<file path="src/hw/rtl/swps_pkg.sv">
package swps_pkg;

	localparam int MINUTE_WIDTH_DEF = 16;
	localparam int POS_W            = 5;
	localparam int TICK_W           = 13;
	localparam int FALLBACK_W       = 16;
	localparam int SLEEP_LEFT_W     = 16;
	localparam int OUT_DATA_W       = 24;
	localparam int ADDR_W           = 3;

	localparam logic [POS_W-1:0] CMD_LEN        = 5'd16;
	localparam logic [POS_W-1:0] CMD_DIGITS_POS = 5'd10;
	localparam logic [POS_W-1:0] CMD_UNIT_POS   = 5'd12;
	localparam logic [POS_W-1:0] CMD_MODE_POS   = 5'd15;
	localparam logic [POS_W-1:0] HALT_LEN       = 5'd21;

	localparam logic [7:0] CHAR_ZERO = 8'h30;
	localparam logic [7:0] CHAR_NINE = 8'h39;
	localparam logic [7:0] CHAR_M    = 8'h6d;

	localparam logic [TICK_W-1:0]     TPM_RESET      = 13'd6000;
	localparam logic [FALLBACK_W-1:0] FALLBACK_RESET = 16'd1440;

	localparam logic [ADDR_W-1:0] REG_TPM_ADDR      = 3'd0;
	localparam logic [ADDR_W-1:0] REG_FALLBACK_ADDR = 3'd4;

	typedef enum logic [1:0] {
		ACT_BYTE   = 2'd0,
		ACT_TICK   = 2'd1,
		ACT_BUTTON = 2'd2,
		ACT_NONE   = 2'd3
	} act_t;

	typedef enum logic [1:0] {
		LED_GRN    = 2'd0,
		LED_BLINK  = 2'd1,
		LED_RED    = 2'd2,
		LED_UNUSED = 2'd3
	} led_t;

	typedef enum logic {
		PWR_OFF = 1'b0,
		PWR_ON  = 1'b1
	} pwr_state_t;

	typedef struct packed {
		logic cmd_done;
		logic halt;
		logic mode;
	} match_evt_t;

	// sleep command text, digit positions hold zero
	function automatic logic [7:0] cmd_char(input logic [POS_W-1:0] p);
		logic [7:0] ch;
		unique case (p)
			5'd0:    ch = 8'h53;
			5'd1:    ch = 8'h4c;
			5'd2:    ch = 8'h45;
			5'd3:    ch = 8'h45;
			5'd4:    ch = 8'h50;
			5'd5:    ch = 8'h54;
			5'd6:    ch = 8'h49;
			5'd7:    ch = 8'h4d;
			5'd8:    ch = 8'h45;
			5'd9:    ch = 8'h20;
			5'd11:   ch = 8'h6d;
			5'd12:   ch = 8'h69;
			5'd13:   ch = 8'h6e;
			5'd14:   ch = 8'h3a;
			default: ch = 8'h00;
		endcase
		return ch;
	endfunction

	// "reboot: System halted"
	function automatic logic [7:0] halt_char(input logic [POS_W-1:0] p);
		logic [7:0] ch;
		unique case (p)
			5'd0:    ch = 8'h72;
			5'd1:    ch = 8'h65;
			5'd2:    ch = 8'h62;
			5'd3:    ch = 8'h6f;
			5'd4:    ch = 8'h6f;
			5'd5:    ch = 8'h74;
			5'd6:    ch = 8'h3a;
			5'd7:    ch = 8'h20;
			5'd8:    ch = 8'h53;
			5'd9:    ch = 8'h79;
			5'd10:   ch = 8'h73;
			5'd11:   ch = 8'h74;
			5'd12:   ch = 8'h65;
			5'd13:   ch = 8'h6d;
			5'd14:   ch = 8'h20;
			5'd15:   ch = 8'h68;
			5'd16:   ch = 8'h61;
			5'd17:   ch = 8'h6c;
			5'd18:   ch = 8'h74;
			5'd19:   ch = 8'h65;
			5'd20:   ch = 8'h64;
			default: ch = 8'h00;
		endcase
		return ch;
	endfunction

endpackage

</file>
<file path="src/hw/rtl/sleep_wake_power_sequencer.sv">
// channel   direction  tdata (low bit up)                                   tuser
// s_axis    in         rx_byte[7:0]                                         action[1:0]
// m_axis    out        relay_on, led_mode[1:0], shutdown_request,           -
//                      sleep_left[15:0], 4 zero bits
// apb       in/out     ticks_per_minute at 0x0, fallback_minutes at 0x4     -
//
// one event per cycle while results are taken: input register, one step of matcher and power logic, result register
// the event passes two registers on its way to a valid result: the input register, then the result register
// reset brings the host-on state with steady red led and an empty sleep time; no clearing pass
// a stalled result holds the pipeline; the input register still takes one more event
module sleep_wake_power_sequencer
	import swps_pkg::*;
#(
	parameter int MINUTE_WIDTH = MINUTE_WIDTH_DEF
) (
	input  logic                  clk,
	input  logic                  arst_n,
	input  logic                  s_axis_tvalid,
	output logic                  s_axis_tready,
	input  logic [7:0]            s_axis_tdata,   // rx_byte
	input  logic [1:0]            s_axis_tuser,   // action
	output logic                  m_axis_tvalid,
	input  logic                  m_axis_tready,
	output logic [OUT_DATA_W-1:0] m_axis_tdata,   // relay_on, led_mode, shutdown_request,
	                                              // sleep_left, zero fill
	input  logic                  psel,
	input  logic                  penable,
	input  logic                  pwrite,
	input  logic [ADDR_W-1:0]     paddr,
	input  logic [31:0]           pwdata,
	output logic [31:0]           prdata,
	output logic                  pready
);

	logic                    valid_s1;
	act_t                    act_s1;
	logic [7:0]              byte_s1;
	logic                    out_valid_q;
	logic [OUT_DATA_W-1:0]   out_data_q;
	logic                    advance, step, byte_step;
	logic [TICK_W-1:0]       tpm_q;
	logic [FALLBACK_W-1:0]   fallback_q;
	logic                    cfg_wr;
	match_evt_t              evt;
	logic [MINUTE_WIDTH-1:0] minutes;
	logic                    relay_on, shutdown_request;
	led_t                    led_mode;
	logic [SLEEP_LEFT_W-1:0] sleep_left;

	assign advance       = !out_valid_q || m_axis_tready;
	assign s_axis_tready = !valid_s1 || advance;
	assign step          = valid_s1 && advance;
	assign byte_step     = step && (act_s1 == ACT_BYTE);

	always_ff @(posedge clk or negedge arst_n) begin
		if (!arst_n) begin
			valid_s1 <= 1'b0;
		end else if (s_axis_tready) begin
			valid_s1 <= s_axis_tvalid;
		end
	end

	always_ff @(posedge clk) begin
		if (s_axis_tready && s_axis_tvalid) begin
			act_s1  <= act_t'(s_axis_tuser);
			byte_s1 <= s_axis_tdata;
		end
	end

	// configuration registers
	assign pready = 1'b1;
	assign cfg_wr = psel && penable && pwrite && pready;

	always_ff @(posedge clk or negedge arst_n) begin
		if (!arst_n) begin
			tpm_q      <= TPM_RESET;
			fallback_q <= FALLBACK_RESET;
		end else if (cfg_wr) begin
			if (paddr == REG_TPM_ADDR) begin
				tpm_q <= pwdata[TICK_W-1:0];
			end
			if (paddr == REG_FALLBACK_ADDR) begin
				fallback_q <= pwdata[FALLBACK_W-1:0];
			end
		end
	end

	always_comb begin
		prdata = '0;
		if (paddr == REG_TPM_ADDR) begin
			prdata = 32'(tpm_q);
		end else if (paddr == REG_FALLBACK_ADDR) begin
			prdata = 32'(fallback_q);
		end
	end

	swps_match #(
		.MINUTE_WIDTH(MINUTE_WIDTH)
	) u_match (
		.clk     (clk),
		.arst_n  (arst_n),
		.step    (byte_step),
		.rx_byte (byte_s1),
		.evt     (evt),
		.minutes (minutes)
	);

	swps_power #(
		.MINUTE_WIDTH(MINUTE_WIDTH)
	) u_power (
		.clk              (clk),
		.arst_n           (arst_n),
		.step             (step),
		.action           (act_s1),
		.evt              (evt),
		.minutes          (minutes),
		.ticks_per_minute (tpm_q),
		.fallback_minutes (fallback_q),
		.relay_on         (relay_on),
		.led_mode         (led_mode),
		.shutdown_request (shutdown_request),
		.sleep_left       (sleep_left)
	);

	always_ff @(posedge clk or negedge arst_n) begin
		if (!arst_n) begin
			out_valid_q <= 1'b0;
		end else if (step) begin
			out_valid_q <= 1'b1;
		end else if (m_axis_tready) begin
			out_valid_q <= 1'b0;
		end
	end

	always_ff @(posedge clk) begin
		if (step) begin
			out_data_q <= {4'b0000, sleep_left, shutdown_request, led_mode, relay_on};
		end
	end

	assign m_axis_tvalid = out_valid_q;
	assign m_axis_tdata  = out_data_q;

`ifndef SYNTH
	a_request_only_when_on: assert property (@(posedge clk) disable iff (!arst_n)
		m_axis_tvalid && m_axis_tdata[3] |-> m_axis_tdata[0])
		else $error("shutdown request with relay open");

	a_no_take_when_full: assert property (@(posedge clk) disable iff (!arst_n)
		valid_s1 && !advance |-> !s_axis_tready)
		else $error("input taken while stage one is stalled");

	a_stage_one_kept: assert property (@(posedge clk) disable iff (!arst_n)
		valid_s1 && !advance |=> valid_s1)
		else $error("stalled event lost from stage one");
`endif

endmodule

</file>
<file path="src/hw/rtl/swps_match.sv">
module swps_match
	import swps_pkg::*;
#(
	parameter int MINUTE_WIDTH = MINUTE_WIDTH_DEF
) (
	input  logic                    clk,
	input  logic                    arst_n,
	input  logic                    step,
	input  logic [7:0]              rx_byte,
	output match_evt_t              evt,
	output logic [MINUTE_WIDTH-1:0] minutes
);

	logic [POS_W-1:0]        cmd_pos_q, cmd_pos_d;
	logic [MINUTE_WIDTH-1:0] acc_q, acc_d, acc10;
	logic                    mode_q, mode_d;
	logic [POS_W-1:0]        halt_pos_q, halt_pos_d;

	logic [POS_W-1:0] p, p_n, hp, hp_n;
	logic             is_digit, miss, cmd_done, halt_done;

	assign is_digit = (rx_byte >= CHAR_ZERO) && (rx_byte <= CHAR_NINE);
	// times ten plus the digit, wrapping at the accumulator width
	assign acc10 = (acc_q << 3) + (acc_q << 1) + MINUTE_WIDTH'(rx_byte[3:0]);

	always_comb begin
		p      = (cmd_pos_q >= CMD_LEN) ? '0 : cmd_pos_q;
		p_n    = p;
		acc_d  = acc_q;
		mode_d = mode_q;
		miss   = 1'b0;
		if (p == CMD_DIGITS_POS) begin
			if (is_digit) begin
				acc_d = acc10;
			end else if (rx_byte == CHAR_M) begin
				p_n = CMD_UNIT_POS;
			end else begin
				miss = 1'b1;
			end
		end else if (p == CMD_MODE_POS) begin
			if (is_digit) begin
				mode_d = rx_byte[0];
				p_n    = p + 1'b1;
			end else begin
				miss = 1'b1;
			end
		end else if (rx_byte == cmd_char(p)) begin
			p_n = p + 1'b1;
		end else begin
			miss = 1'b1;
		end
		if (miss) begin
			p_n   = '0;
			acc_d = '0;
		end
		cmd_done  = (p_n == CMD_LEN);
		cmd_pos_d = cmd_done ? '0 : p_n;
	end

	always_comb begin
		hp         = (halt_pos_q >= HALT_LEN) ? '0 : halt_pos_q;
		hp_n       = (rx_byte == halt_char(hp)) ? hp + 1'b1 : '0;
		halt_done  = (hp_n == HALT_LEN);
		halt_pos_d = halt_done ? '0 : hp_n;
	end

	always_ff @(posedge clk or negedge arst_n) begin
		if (!arst_n) begin
			cmd_pos_q  <= '0;
			acc_q      <= '0;
			mode_q     <= 1'b0;
			halt_pos_q <= '0;
		end else if (step) begin
			cmd_pos_q  <= cmd_pos_d;
			acc_q      <= acc_d;
			mode_q     <= mode_d;
			halt_pos_q <= halt_pos_d;
		end
	end

	assign evt.cmd_done = cmd_done;
	assign evt.halt     = halt_done;
	assign evt.mode     = mode_d;
	assign minutes      = acc_d;

endmodule

</file>
<file path="src/hw/rtl/swps_power.sv">
module swps_power
	import swps_pkg::*;
#(
	parameter int MINUTE_WIDTH = MINUTE_WIDTH_DEF
) (
	input  logic                    clk,
	input  logic                    arst_n,
	input  logic                    step,
	input  act_t                    action,
	input  match_evt_t              evt,
	input  logic [MINUTE_WIDTH-1:0] minutes,
	input  logic [TICK_W-1:0]       ticks_per_minute,
	input  logic [FALLBACK_W-1:0]   fallback_minutes,
	output logic                    relay_on,
	output led_t                    led_mode,
	output logic                    shutdown_request,
	output logic [SLEEP_LEFT_W-1:0] sleep_left
);

	pwr_state_t              state_q, state_d;
	led_t                    led_q, led_d;
	logic [TICK_W-1:0]       tick_q, tick_d, tick_dec;
	logic [MINUTE_WIDTH-1:0] sleep_q, sleep_d, sleep_cmd, fallback_w;
	logic                    smode_q, smode_d, smode_cmd;
	logic                    req, alarm;
	logic [31:0]             fallback_32, sleep_32;

	assign fallback_32 = 32'(fallback_minutes);
	assign fallback_w  = fallback_32[MINUTE_WIDTH-1:0];
	assign tick_dec    = tick_q - 1'b1;

	always_ff @(posedge clk or negedge arst_n) begin
		if (!arst_n) begin
			state_q <= PWR_ON;
		end else if (step) begin
			state_q <= state_d;
		end
	end

	always_ff @(posedge clk or negedge arst_n) begin
		if (!arst_n) begin
			led_q   <= LED_RED;
			tick_q  <= TPM_RESET;
			sleep_q <= '0;
			smode_q <= 1'b0;
		end else if (step) begin
			led_q   <= led_d;
			tick_q  <= tick_d;
			sleep_q <= sleep_d;
			smode_q <= smode_d;
		end
	end

	always_comb begin
		state_d   = state_q;
		led_d     = led_q;
		tick_d    = tick_q;
		sleep_d   = sleep_q;
		smode_d   = smode_q;
		req       = 1'b0;
		alarm     = 1'b0;
		sleep_cmd = evt.cmd_done ? minutes : sleep_q;
		smode_cmd = evt.cmd_done ? evt.mode : smode_q;
		unique case (action)
			ACT_BYTE: begin
				sleep_d = sleep_cmd;
				smode_d = smode_cmd;
				if (evt.halt && state_q == PWR_ON) begin
					// no sleep time set: fall back and blink
					if (sleep_cmd == '0) begin
						sleep_d = fallback_w;
						smode_d = 1'b1;
					end
					led_d   = smode_d ? LED_BLINK : LED_GRN;
					state_d = PWR_OFF;
				end
			end
			ACT_TICK: begin
				tick_d = tick_dec;
				if (tick_dec == '0) begin
					tick_d = ticks_per_minute;
					if (sleep_q != '0) begin
						sleep_d = sleep_q - 1'b1;
						alarm   = (sleep_d == '0);
					end
				end
				if (alarm && state_q == PWR_OFF) begin
					sleep_d = '0;
					led_d   = LED_RED;
					state_d = PWR_ON;
				end
			end
			ACT_BUTTON: begin
				if (state_q == PWR_ON) begin
					req = 1'b1;
				end else begin
					sleep_d = '0;
					led_d   = LED_RED;
					state_d = PWR_ON;
				end
			end
			ACT_NONE: begin
			end
			default: begin
			end
		endcase
	end

	assign sleep_32         = 32'(sleep_d);
	assign relay_on         = (state_d == PWR_ON);
	assign led_mode         = led_d;
	assign shutdown_request = req;
	assign sleep_left       = sleep_32[SLEEP_LEFT_W-1:0];

`ifndef SYNTH
	a_on_means_red: assert property (@(posedge clk) disable iff (!arst_n)
		(state_q == PWR_ON) == (led_q == LED_RED))
		else $error("power state and led drive disagree");

	a_button_wakes: assert property (@(posedge clk) disable iff (!arst_n)
		step && action == ACT_BUTTON && state_q == PWR_OFF |=> state_q == PWR_ON)
		else $error("button press while off did not switch on");

	a_idle_code_holds: assert property (@(posedge clk) disable iff (!arst_n)
		step && action == ACT_NONE |=> $stable(sleep_q) && $stable(state_q) && $stable(tick_q))
		else $error("unused event code changed state");
`endif

endmodule

</file>
<file path="config.mk">
export PLATFORM = sky130hd
export DESIGN_NAME = sleep_wake_power_sequencer
export DESIGN_NICKNAME = d
export VERILOG_FILES = /design/src/hw/rtl/swps_pkg.sv /design/src/hw/rtl/sleep_wake_power_sequencer.sv /design/src/hw/rtl/swps_match.sv /design/src/hw/rtl/swps_power.sv
export SDC_FILE = /design/constraint.sdc
export NUM_CORES = 1
export LEC_CHECK = 0
export BUFFER_PORTS_ARGS = -buffer_cell sky130_fd_sc_hd__buf_4
export CAP_MARGIN = 25
export CORE_MARGIN = 4
export CORE_UTILIZATION = 40
export DETAILED_ROUTE_END_ITERATION = 7
export PLACE_DENSITY = 0.55
export SETUP_SLACK_MARGIN = 0.5
export SYNTH_ARGS = -nofsm -noshare
export SYNTH_HDL_FRONTEND = slang
export SYNTH_HIERARCHICAL = 1
export SYNTH_SLANG_ARGS = --single-unit
</file>
<file path="constraint.sdc">
create_clock -name clk -period 6.3 [get_ports clk]
set_clock_uncertainty 0.05 [all_clocks]
set_input_delay 0.315 -clock clk [delete_from_list [all_inputs] [get_ports clk]]
set_output_delay 0.315 -clock clk [all_outputs]
set_load 0.02 [all_outputs]
</file>
==> flow_metrics.tcl, run 1 <==
set metrics [dict create \
    vias 8272 \
    ys_seq_area_share_pct 33.5 \
    tns_ps 0 \
    fin_crit_sh_pct 85.0 \
    area_growth_pct 14.0 \
    drv_cap 0 \
    finalHoldViolations 0 \
    synth_warnings 6 \
    syn_area_per_cell_sq_um 9.09 \
    layout_min_cycle_time_ps 5350 \
    wl_per_cell_um 19.2 \
    drt-pass1-iter-count 6 \
    die_area_sq_um 26400 \
    synth_area_sq_um 9560 \
    synthFlopType "dfrtp_1" \
    max_freq_mhz 187 \
    grt_setup_unrepaired "no" \
    route.detailed.drc 0 \
    synth-edff-count 30 \
    comb_power_share_pct 29.2 \
    grt_pass1_wl_um 44200 \
    num_io_pins 111 \
    slew_viol_final 0 \
    htree_levels 4 \
    seqPwrFrac_pct 39.6 \
    crit_required_ps 6400 \
    power.leakage_nw 4.65 \
    power_density_nw_per_um2 286 \
    clkPwrFrac_pct 31.3 \
    cp.buffers_inverters 2 \
    start_util_pct 40.7 \
    antenna_found_initial 1 \
    worst-path-max-fanout 22 \
    dpl.hpwl_um 20000 \
    async_flop_share_pct 75.2 \
    critPathKind "flip-flop to flip-flop" \
    switching_share_pct 37.1 \
    grt_pass1_vias 7874 \
    hp-class "primary input to flip-flop" \
    start_kind "flip-flop" \
    vias_per_cell 5.77 \
    grt_usage_pct 20.9 \
    routabilityCongestion 0.943 \
    cts_buffer_depth 2 \
    wirelength_um 27500 \
    fin_nets 1201 \
    core_area_sq_um 23500 \
    vdd_drop_max_uv 157 \
    cpLargestDelayFamily "compound AO/OA/AOI/OAI gates" \
    power_switching_mw 1.16 \
    slew_headroom_pct 29.6 \
    hold_depth 1 \
    rr_worst_depth 17 \
    port-buffer-count 73 \
    crit_chain "nor2b_1 -> ha_1 -> or2_2 -> a21boi_0 -> o221ai_1 -> xnor2_1 -> nand4b_1 -> a2111oi_2 -> buf_4 -> nor2_1 -> a22oi_1 -> a2111oi_4 -> buf_4 -> a31oi_1 -> o31ai_4 -> a21oi_1 -> a21oi_1" \
    worst-slew-pin-transition_ps 1050 \
    status "complete, no violations" \
    clk_latency_ps 430 \
    rows 56 \
    power.total_mw 3.12 \
    cts-root-buf "clkbuf_16" \
    critical_path_cell_count 17 \
    clock-sinks 121 \
    cpPeakStageDelay_ps 670 \
    cp_slowest_cell "a2111oi_2" \
    grt_overflow 0 \
    cts_tree "done" \
    grt_max_degree 64 \
    hold_slack_ps 20.7 \
    antennaDiodeCount 0 \
    setup_viol 0 \
    numCtsBuffers 17 \
    drt_iter0_drc 691 \
    cts_resized 0 \
    cp-end-kind "flip-flop" \
    drive_gt1_share_pct 19.1 \
    yosys_register_bits 121 \
    internal-power_mw 1.96 \
    synth.distinct_cells 107 \
    antenna_left 0 \
    postSynthCellCount 1051 \
    die_x_um 163 \
    arrival_ps 5450 \
    die_height_um 163 \
    clk_pin_slew_worst_paths_ps 60 \
]
==> state kept, by name (all words and copies together), names as in the netlist <==
register	flops
u_power/sleep_q	16
valid_s1	1
tpm_q	13
act_s1	2
m_axis_tdata	20
u_match/cmd_pos_q	5
u_power/tick_q	13
u_match/acc_q	16
u_power/led_q	2
fallback_q	16
m_axis_tvalid	1
byte_s1	8
u_match/mode_q	1
u_power/state_q	1
u_match/halt_pos_q	5
u_power/smode_q	1
==> cell type report <==
cell class                 instances  area (sq um)
fill                            2263         12600
multi-input combinational        828          5820
inverter                          35           134
clock inverter                    13           146
tap                              319           399
clock buffer                      19           433
timing repair buffer              99           768
sequential                       121          3200
==> per-layer routing <==
metal / up-vias / track usage [%] / share of wire (%)
met5: - / 0 / 0.047
met4: 2 / 5.53 / 1.7
met3: 40 / 4.25 / 6.1
met2: 267 / 30.6 / 42
met1: 3993 / 31.5 / 50
li1: 3970 / - / -
==> power by group through the flow <==
stage / Clock [mW] / Sequential (mW) / Combinational, mW
finish: 0.976 / 1.23 / 0.909
global route: 1.03 / 1.26 / 1.01
CTS: 0.995 / 1.22 / 0.905
detailed placement: 0 / 1.24 / 0.895
global placement: 0 / 1.24 / 0.883
floorplan: 0 / 1.13 / 0.716
==> layout by cell type (no fill, tap or decap), types with 10 or more instances in the layout <==
cell / netlist / routed
a21o_1: 16 / 16
a21oi_1: 76 / 76
a22o_1: 21 / 21
a22oi_1: 11 / 11
a31oi_1: 22 / 22
and3_1: 12 / 12
buf_4: 26 / 89
clkbuf_16: 0 / 17
conb_1: 3 / 22
dfrtp_1: 71 / 71
dfstp_2: 20 / 20
dlygate4sd3_1: 0 / 10
edfxtp_1: 30 / 30
ha_1: 45 / 45
inv_1: 34 / 34
mux2_1: 13 / 13
mux2_2: 11 / 11
mux2_4: 10 / 10
mux2i_1: 28 / 28
nand2_1: 75 / 75
nand2b_1: 16 / 16
nand3_1: 29 / 29
nor2_1: 81 / 81
nor2b_1: 13 / 12
nor3_1: 20 / 20
nor4_1: 13 / 12
o21ai_0: 48 / 48
o22ai_1: 11 / 11
or2_2: 12 / 12
or3_1: 13 / 13
xnor2_1: 22 / 22
==> repair_timing <==
item / CTS / global route
endpoints found under the hold margin: 37 / 0
buffers inserted: 0 / 2
hold buffers: 10 / 0
setup endpoints to repair: 0 / 6
==> logic make-up (layout without fill, tap and decap cells) <==
group / Yosys count / after routing / synth area share, %
compound gates: 309 / 309 / 22.6
flops: 121 / 121 / 33.5
fa+ha+maj: 47 / 47 / 6.31
buf+inv: 121 / 166 / 6.61
other cells: 3 / 22 / 0.118
xor+xnor: 30 / 30 / 2.75
simple gates: 358 / 358 / 20.8
mux: 62 / 62 / 7.33
==> cells in the mapped netlist (13+ instances only) <==
library cell,n,area share (%)
nor2_1,81,3.2
a21oi_1,76,4.0
nand2_1,75,2.9
dfrtp_1,71,19
o21ai_0,48,2.5
ha_1,45,5.9
inv_1,34,1.3
clkbuf_1,33,1.3
edfxtp_1,30,9.4
nand3_1,29,1.5
mux2i_1,28,2.9
buf_4,26,2.0
a31oi_1,22,1.4
xnor2_1,22,2.0
a22o_1,21,1.9
dfstp_2,20,5.5
nor3_1,20,1.0
a21o_1,16,1.3
nand2b_1,16,1.0
buf_2,15,0.79
mux2_1,13,1.5
nor2b_1,13,0.85
nor4_1,13,0.85
or3_1,13,0.85
==> worst reg2reg max path, stage by stage, from the launching register on <==
cell	delay (ps)
dfrtp_1	530
nor2b_1	440
ha_1	370
or2_2	320
a21boi_0	120
o221ai_1	250
xnor2_1	180
nand4b_1	230
a2111oi_2	670
buf_4	380
nor2_1	70
a22oi_1	340
a2111oi_4	90
buf_4	190
a31oi_1	460
o31ai_4	150
a21oi_1	160
a21oi_1	60
==> through the flow <==
step           cell area [sq um]  util (%)  setup slack, ps  cells
6_report                   10900      46.4              947   1434
4_1_cts                    10900      46.4              758   1432
3_3_place_gp               10200      43.5              805   1390
3_5_place_dp               10200      43.5              793   1390
5_1_grt                    10900      46.4              524   1434
2_1_floorplan               9630         -             1620   1070
==> final timing paths <==
kind / from / end / slack (ps)
worst max-delay path: u_match/cmd_pos_q[4] / m_axis_tdata[7] / 950
worst min-delay path: s_axis_tuser[1] / act_s1[1] / 20
worst max register to register: u_match/cmd_pos_q[4] / m_axis_tdata[7] / 950
worst min register to register: valid_s1 / m_axis_tvalid / 430
max in group asynchronous: arst_n / u_power/smode_q / 4700
min in group asynchronous: arst_n / u_power/sleep_q[5] / 310
Power figures use the tool's default switching activity.
==> run 2: changes to the inputs <==
--- a/config.mk
+++ b/config.mk
@@ -10,7 +10,7 @@
 export CORE_MARGIN = 4
 export CORE_UTILIZATION = 40
 export DETAILED_ROUTE_END_ITERATION = 7
-export PLACE_DENSITY = 0.55
+export PLACE_DENSITY = 0.57
 export SETUP_SLACK_MARGIN = 0.5
 export SYNTH_ARGS = -nofsm -noshare
 export SYNTH_HDL_FRONTEND = slang
==> constraint.sdc (replaced) <==
create_clock -name clk -period 4.6 [get_ports clk]
set_clock_uncertainty 0.05 [all_clocks]
set_input_delay 0.23 -clock clk [delete_from_list [all_inputs] [get_ports clk]]
set_output_delay 0.23 -clock clk [all_outputs]
set_load 0.02 [all_outputs]
==> run 2 against run 1 <==
  * Fmax rose by 18%
  * Largest cell class unchanged
  * Setup slack got worse by 890 ps
  * Global-route usage rose by 0.83 points
  * Largest power group unchanged
  * Critical path type unchanged
  * Hold slack gained 2.9 ps
  * Combinational power increased by 50%
  * Sequential power grew 38%
  * Die area unchanged
  * Core utilization increased by 5.0 points
  * Wire length increased by 5.4%
  * Register-to-register slack got worse by 890 ps
  * Cell count grew 6.0%
==> flow_metrics.tcl, run 2 (synthesis results as in run 1) <==
set metrics [dict create \
    crit_required_ps 4820 \
    dpl.hpwl_um 20700 \
    cp.buffers_inverters 2 \
    core_area_sq_um 23500 \
    clk_latency_ps 420 \
    area_growth_pct 26.2 \
    drt-pass1-iter-count 5 \
    crit_end "m_axis_tdata[9]" \
    hp-class "primary input to flip-flop" \
    start_kind "flip-flop" \
    startpoint "u_match/acc_q[0]" \
    vdd_drop_max_uv 216 \
    die_area_sq_um 26400 \
    arrival_ps 4760 \
    htree_levels 4 \
    num_io_pins 111 \
    r2r_start "u_match/acc_q[0]" \
    power.total_mw 4.47 \
    multi_input_area_sq_um 6220 \
    hold_slack_ps 23.6 \
    start_util_pct 40.7 \
    drv_cap 0 \
    grt_usage_pct 21.7 \
    setup_viol 0 \
    r2r_slack_ps 50 \
    grt_overflow 0 \
    antenna_left 0 \
    final_cell_mix "151 x buf_4, 79 x nor2_1, 73 x nand2_1" \
    die_x_um 163 \
    critical_path_cell_count 17 \
    wl_per_cell_um 19.1 \
    vias_per_cell 5.79 \
    cpPeakStageDelay_ps 500 \
    fill_cells 2168 \
    slew_viol_final 0 \
    final_common_cell "buf_4" \
    drt_iter0_drc 621 \
    cts-root-buf "clkbuf_16" \
    seq_area_sq_um 3200 \
    grt_max_degree 55 \
    r2r-end "m_axis_tdata[9]" \
    critPathKind "flip-flop to flip-flop" \
    cpLargestDelayFamily "compound AO/OA/AOI/OAI gates" \
    power.leakage_nw 5.13 \
    slew_headroom_pct 21.4 \
    fin_nets 1287 \
    max_freq_mhz 220 \
    wirelength_um 29000 \
    clock-sinks 121 \
    grt_pass1_wl_um 45900 \
    antenna_found_initial 0 \
    cp_slowest_cell "fa_1" \
    largest_register_ffs 20 \
    route.detailed.drc 0 \
    rows 56 \
    drive_gt1_share_pct 28.7 \
    cts_buffer_depth 2 \
    status "complete, no violations" \
    power_density_nw_per_um2 371 \
    die_height_um 163 \
    rr_worst_depth 17 \
    cts_tree "done" \
    cp-end-kind "flip-flop" \
    worst-path-max-fanout 5 \
    grt_setup_unrepaired "yes" \
    grt_pass1_vias 8364 \
    crit_chain "fa_1 -> ha_1 -> a21oi_2 -> o211ai_1 -> o211ai_1 -> nand2_1 -> xor2_1 -> a22o_1 -> or4_1 -> or3_4 -> a2111oi_4 -> buf_6 -> buf_4 -> a31oi_4 -> o31ai_4 -> a21oi_1 -> a21oi_1" \
    fin_crit_sh_pct 98.9 \
    clk_pin_slew_worst_paths_ps 60 \
    finalHoldViolations 0 \
    antennaDiodeCount 0 \
    layout_min_cycle_time_ps 4550 \
    numCtsBuffers 17 \
    routabilityCongestion 0.938 \
    worst-slew-pin-transition_ps 1180 \
    vias 8796 \
    port-buffer-count 73 \
]
[run 2: cell types whose count changed in the layout (fill, tap and decap cells not counted), moves of 5 or more]
| cell | before | now |
|---|---|---|
| buf_4 | 89 | 151 |
| dlygate4sd3_1 | 10 | 27 |
| a21oi_1 | 76 | 60 |
| a21oi_2 | 0 | 14 |
| o21ai_0 | 48 | 38 |
| ha_1 | 45 | 38 |
| buf_6 | 0 | 6 |
| o21ai_1 | 4 | 9 |
[run 2: final cells by class]
class | count | share of cell area (%)
Tap cell | 319 | 3.31
Timing Repair Buffer | 185 | 12.4
Sequential cell | 121 | 26.6
Multi-Input combinational cell | 828 | 51.5
Clock inverter | 14 | 1.56
Clock buffer | 18 | 3.56
Inverter | 35 | 1.11
[run 2: stage by stage]
stage	std cells	setup TNS [ps]	utilization, %	area, sq um	setup slack (ps)
floorplan	1070	0	-	9730	341
global placement	1429	0	45.1	10600	62.6
detailed placement	1429	0	45.1	10600	11.7
CTS	1507	0	50.3	11800	96.0
global route	1520	-1280	51.4	12100	-127
finish	1520	0	51.4	12100	52.7
[run 2: worst reg2reg max path, cell delays in order (launching register included)]
cell and delay, ps:
dfrtp_1 400, fa_1 500, ha_1 310, a21oi_2 190
o211ai_1 200, o211ai_1 290, nand2_1 100, xor2_1 180
a22o_1 210, or4_1 480, or3_4 370, a2111oi_4 360
buf_6 190, buf_4 120, a31oi_4 100, o31ai_4 120
a21oi_1 100, a21oi_1 140
[run 2: worst min-delay path by stage]
stage | start | to | cells after the start
6_report | pwdata[11] | tpm_q[11] | 2
5_1_grt | pwdata[11] | tpm_q[11] | 2
4_1_cts | pwdata[11] | tpm_q[11] | 2
3_5_place_dp | arst_n | u_power/sleep_q[7] | 1
3_3_place_gp | arst_n | u_power/sleep_q[7] | 1
2_1_floorplan | arst_n | fallback_q[0] | 0
[run 2: layer usage]
| layer | track usage (%) | wire [um] |
|---|---|---|
| met1 | 32.3 | 13900 |
| met2 | 32.6 | 12700 |
| met3 | 4.33 | 1910 |
| met4 | 5.30 | 479 |
| met5 | 0 | 0 |
[run 2: power breakdown]
group	leakage, nW	switching [mW]	internal (mW)	total (mW)
combinational	3.41	0.757	0.604	1.36
clock	0.292	0.548	0.869	1.42
sequential	1.43	0.353	1.34	1.70
total	5.13	1.66	2.82	4.47
[run 2: timing repair]
item / CTS / global route
hold buffers: 27 / 0
gates cloned: 1 / 0
setup endpoints to repair: 35 / 37
buffers inserted: 18 / 13
hold endpoints to repair: 81 / 0
resized for setup: 42 / 34
pin swaps: 41 / 17
==> run 3: changes to the inputs <==
--- a/config.mk
+++ b/config.mk
@@ -10,7 +10,7 @@
 export CORE_MARGIN = 4
 export CORE_UTILIZATION = 40
 export DETAILED_ROUTE_END_ITERATION = 7
-export PLACE_DENSITY = 0.57
+export PLACE_DENSITY = 0.55
 export SETUP_SLACK_MARGIN = 0.5
 export SYNTH_ARGS = -nofsm -noshare
 export SYNTH_HDL_FRONTEND = slang
==> constraint.sdc (replaced) <==
create_clock -name clk -period 5.9 [get_ports clk]
set_clock_uncertainty 0.05 [all_clocks]
set_input_delay 0.295 -clock clk [delete_from_list [all_inputs] [get_ports clk]]
set_output_delay 0.295 -clock clk [all_outputs]
set_load 0.02 [all_outputs]
==> run 3 against run 2 <==
  * Clock-buffer cell count unchanged
  * Register-to-register slack improved by 750 ps
  * Core utilization down 4.7 points
  * Critical path depth grew 1
  * Highest routed layer unchanged
  * Critical path type unchanged
  * Setup slack better by 750 ps
  * First-iteration DRC count rose by 13%
  * Via count is 4.5% lower
  * Largest cell class unchanged
  * Final area is 9.1% lower
  * Combinational power is 28% lower
  * Cell count down 5.4%
  * Non-clock buffer count fell by 82
  * Total power is 25% lower
==> flow_metrics.tcl, run 3 (synthesis results as in run 1) <==
set metrics [dict create \
    die_height_um 163 \
    seq_area_sq_um 3200 \
    power.leakage_nw 4.68 \
    htree_levels 4 \
    largest_register_ffs 20 \
    numCtsBuffers 17 \
    route.detailed.drc 0 \
    r2r_slack_ps 800 \
    worst-path-max-fanout 8 \
    clk_latency_ps 430 \
    critPathKind "flip-flop to flip-flop" \
    dpl.hpwl_um 20000 \
    grt_max_degree 63 \
    slew_headroom_pct 31.7 \
    port-buffer-count 73 \
    antenna_left 0 \
    cts_buffer_depth 2 \
    drive_gt1_share_pct 19.7 \
    cp-end-kind "flip-flop" \
    grt_overflow 0 \
    start_kind "flip-flop" \
    area_growth_pct 14.8 \
    multi_input_area_sq_um 5830 \
    die_area_sq_um 26400 \
    fill_cells 2263 \
    final_cell_mix "90 x buf_4, 81 x nor2_1, 76 x a21oi_1" \
    grt_pass1_wl_um 44400 \
    hold_path_end "valid_s1" \
    hp-start "s_axis_tvalid" \
    clock-sinks 121 \
    cts_tree "done" \
    grt_setup_unrepaired "no" \
    place_ws_ps 657 \
    wirelength_um 27500 \
    setup_viol 0 \
    antennaDiodeCount 0 \
    arrival_ps 5340 \
    hold_slack_ps 21.7 \
    num_io_pins 111 \
    layout_min_cycle_time_ps 5100 \
    rr_worst_depth 18 \
    fin_crit_sh_pct 86.4 \
    wl_per_cell_um 19.1 \
    core_area_sq_um 23500 \
    power_density_nw_per_um2 305 \
    fin_nets 1205 \
    hp-class "primary input to flip-flop" \
    numPlacedInstances 1394 \
    grt_usage_pct 21.1 \
    rows 56 \
    vias_per_cell 5.84 \
    power.total_mw 3.35 \
    setup_ws_ps 802 \
    worst-slew-pin-transition_ps 1020 \
    status "complete, no violations" \
    r2r-end "m_axis_tdata[8]" \
    antenna_found_initial 0 \
    drv_cap 0 \
    start_util_pct 40.7 \
    slew_viol_final 0 \
    die_x_um 163 \
    tns_ps 0 \
    drt-pass1-iter-count 6 \
    max_freq_mhz 196 \
    vias 8397 \
    grt_pass1_vias 7861 \
    final_common_cell "buf_4" \
    crit_required_ps 6140 \
    stdcell_count 1438 \
    cts-root-buf "clkbuf_16" \
    vdd_drop_max_uv 198 \
    routabilityCongestion 0.919 \
    drt_iter0_drc 699 \
    finalHoldViolations 0 \
    hold_depth 2 \
    r2r_start "byte_s1[3]" \
    clk_pin_slew_worst_paths_ps 70 \
]
run 3: timing repair:
action                                  4_1_cts  5_1_grt
gates resized for setup                       0        6
setup buffers                                 0        1
endpoints found under the setup margin        0       19
hold buffers                                 11        0
hold endpoints to repair                     39        0
run 3: layout make-up:
class                           instances  share of cell area [%]
Clock inverter                         14                    1.23
Clock buffer                           18                    4.11
Timing Repair Buffer                  103                    7.45
Multi-Input combinational cell        828                    53.2
Tap cell                              319                    3.64
Sequential cell                       121                    29.2
Inverter                               35                    1.22
run 3: worst max path at each step:
stage,startpoint,to
2_1_floorplan,u_match/cmd_pos_q[4],m_axis_tdata[8]
3_3_place_gp,u_match/cmd_pos_q[4],m_axis_tdata[8]
3_5_place_dp,u_match/cmd_pos_q[4],m_axis_tdata[8]
4_1_cts,u_match/cmd_pos_q[4],m_axis_tdata[8]
5_1_grt,byte_s1[3],m_axis_tdata[7]
6_report,byte_s1[3],m_axis_tdata[8]
run 3: report_power, final:
part	internal [mW]	total [mW]	switching, mW
registers	1.05	1.32	0.267
logic	0.422	0.974	0.552
clock network	0.615	1.06	0.444
run 3: per-stage QoR:
stage	cell area, sq um	util, %
after global placement	10200	43.6
after global routing	11000	46.7
after detailed placement	10200	43.7
after CTS	10900	46.6
final	11000	46.7
after floorplan	9630	-
run 3: worst max-delay path: stages, from the launching register on:
cell	delay, ps
edfxtp_1	520
fa_1	600
inv_1	60
fa_1	460
nor2b_1	130
o21a_1	170
o21ai_0	160
a21boi_1	220
nor2_1	80
xnor2_1	150
a22o_1	260
or4_1	460
or3_1	380
a2111oi_4	410
buf_4	250
a31oi_1	150
a21bo_2	270
a21oi_1	60
a21oi_1	130
run 3: layer usage:
metal,part of all wire [%],wire length (um),GRT usage [%]
met1,49,13600,32.9
met2,43,12000,30.4
met3,6.2,1700,3.47
met4,1.1,308,4.77
met5,0,0,0
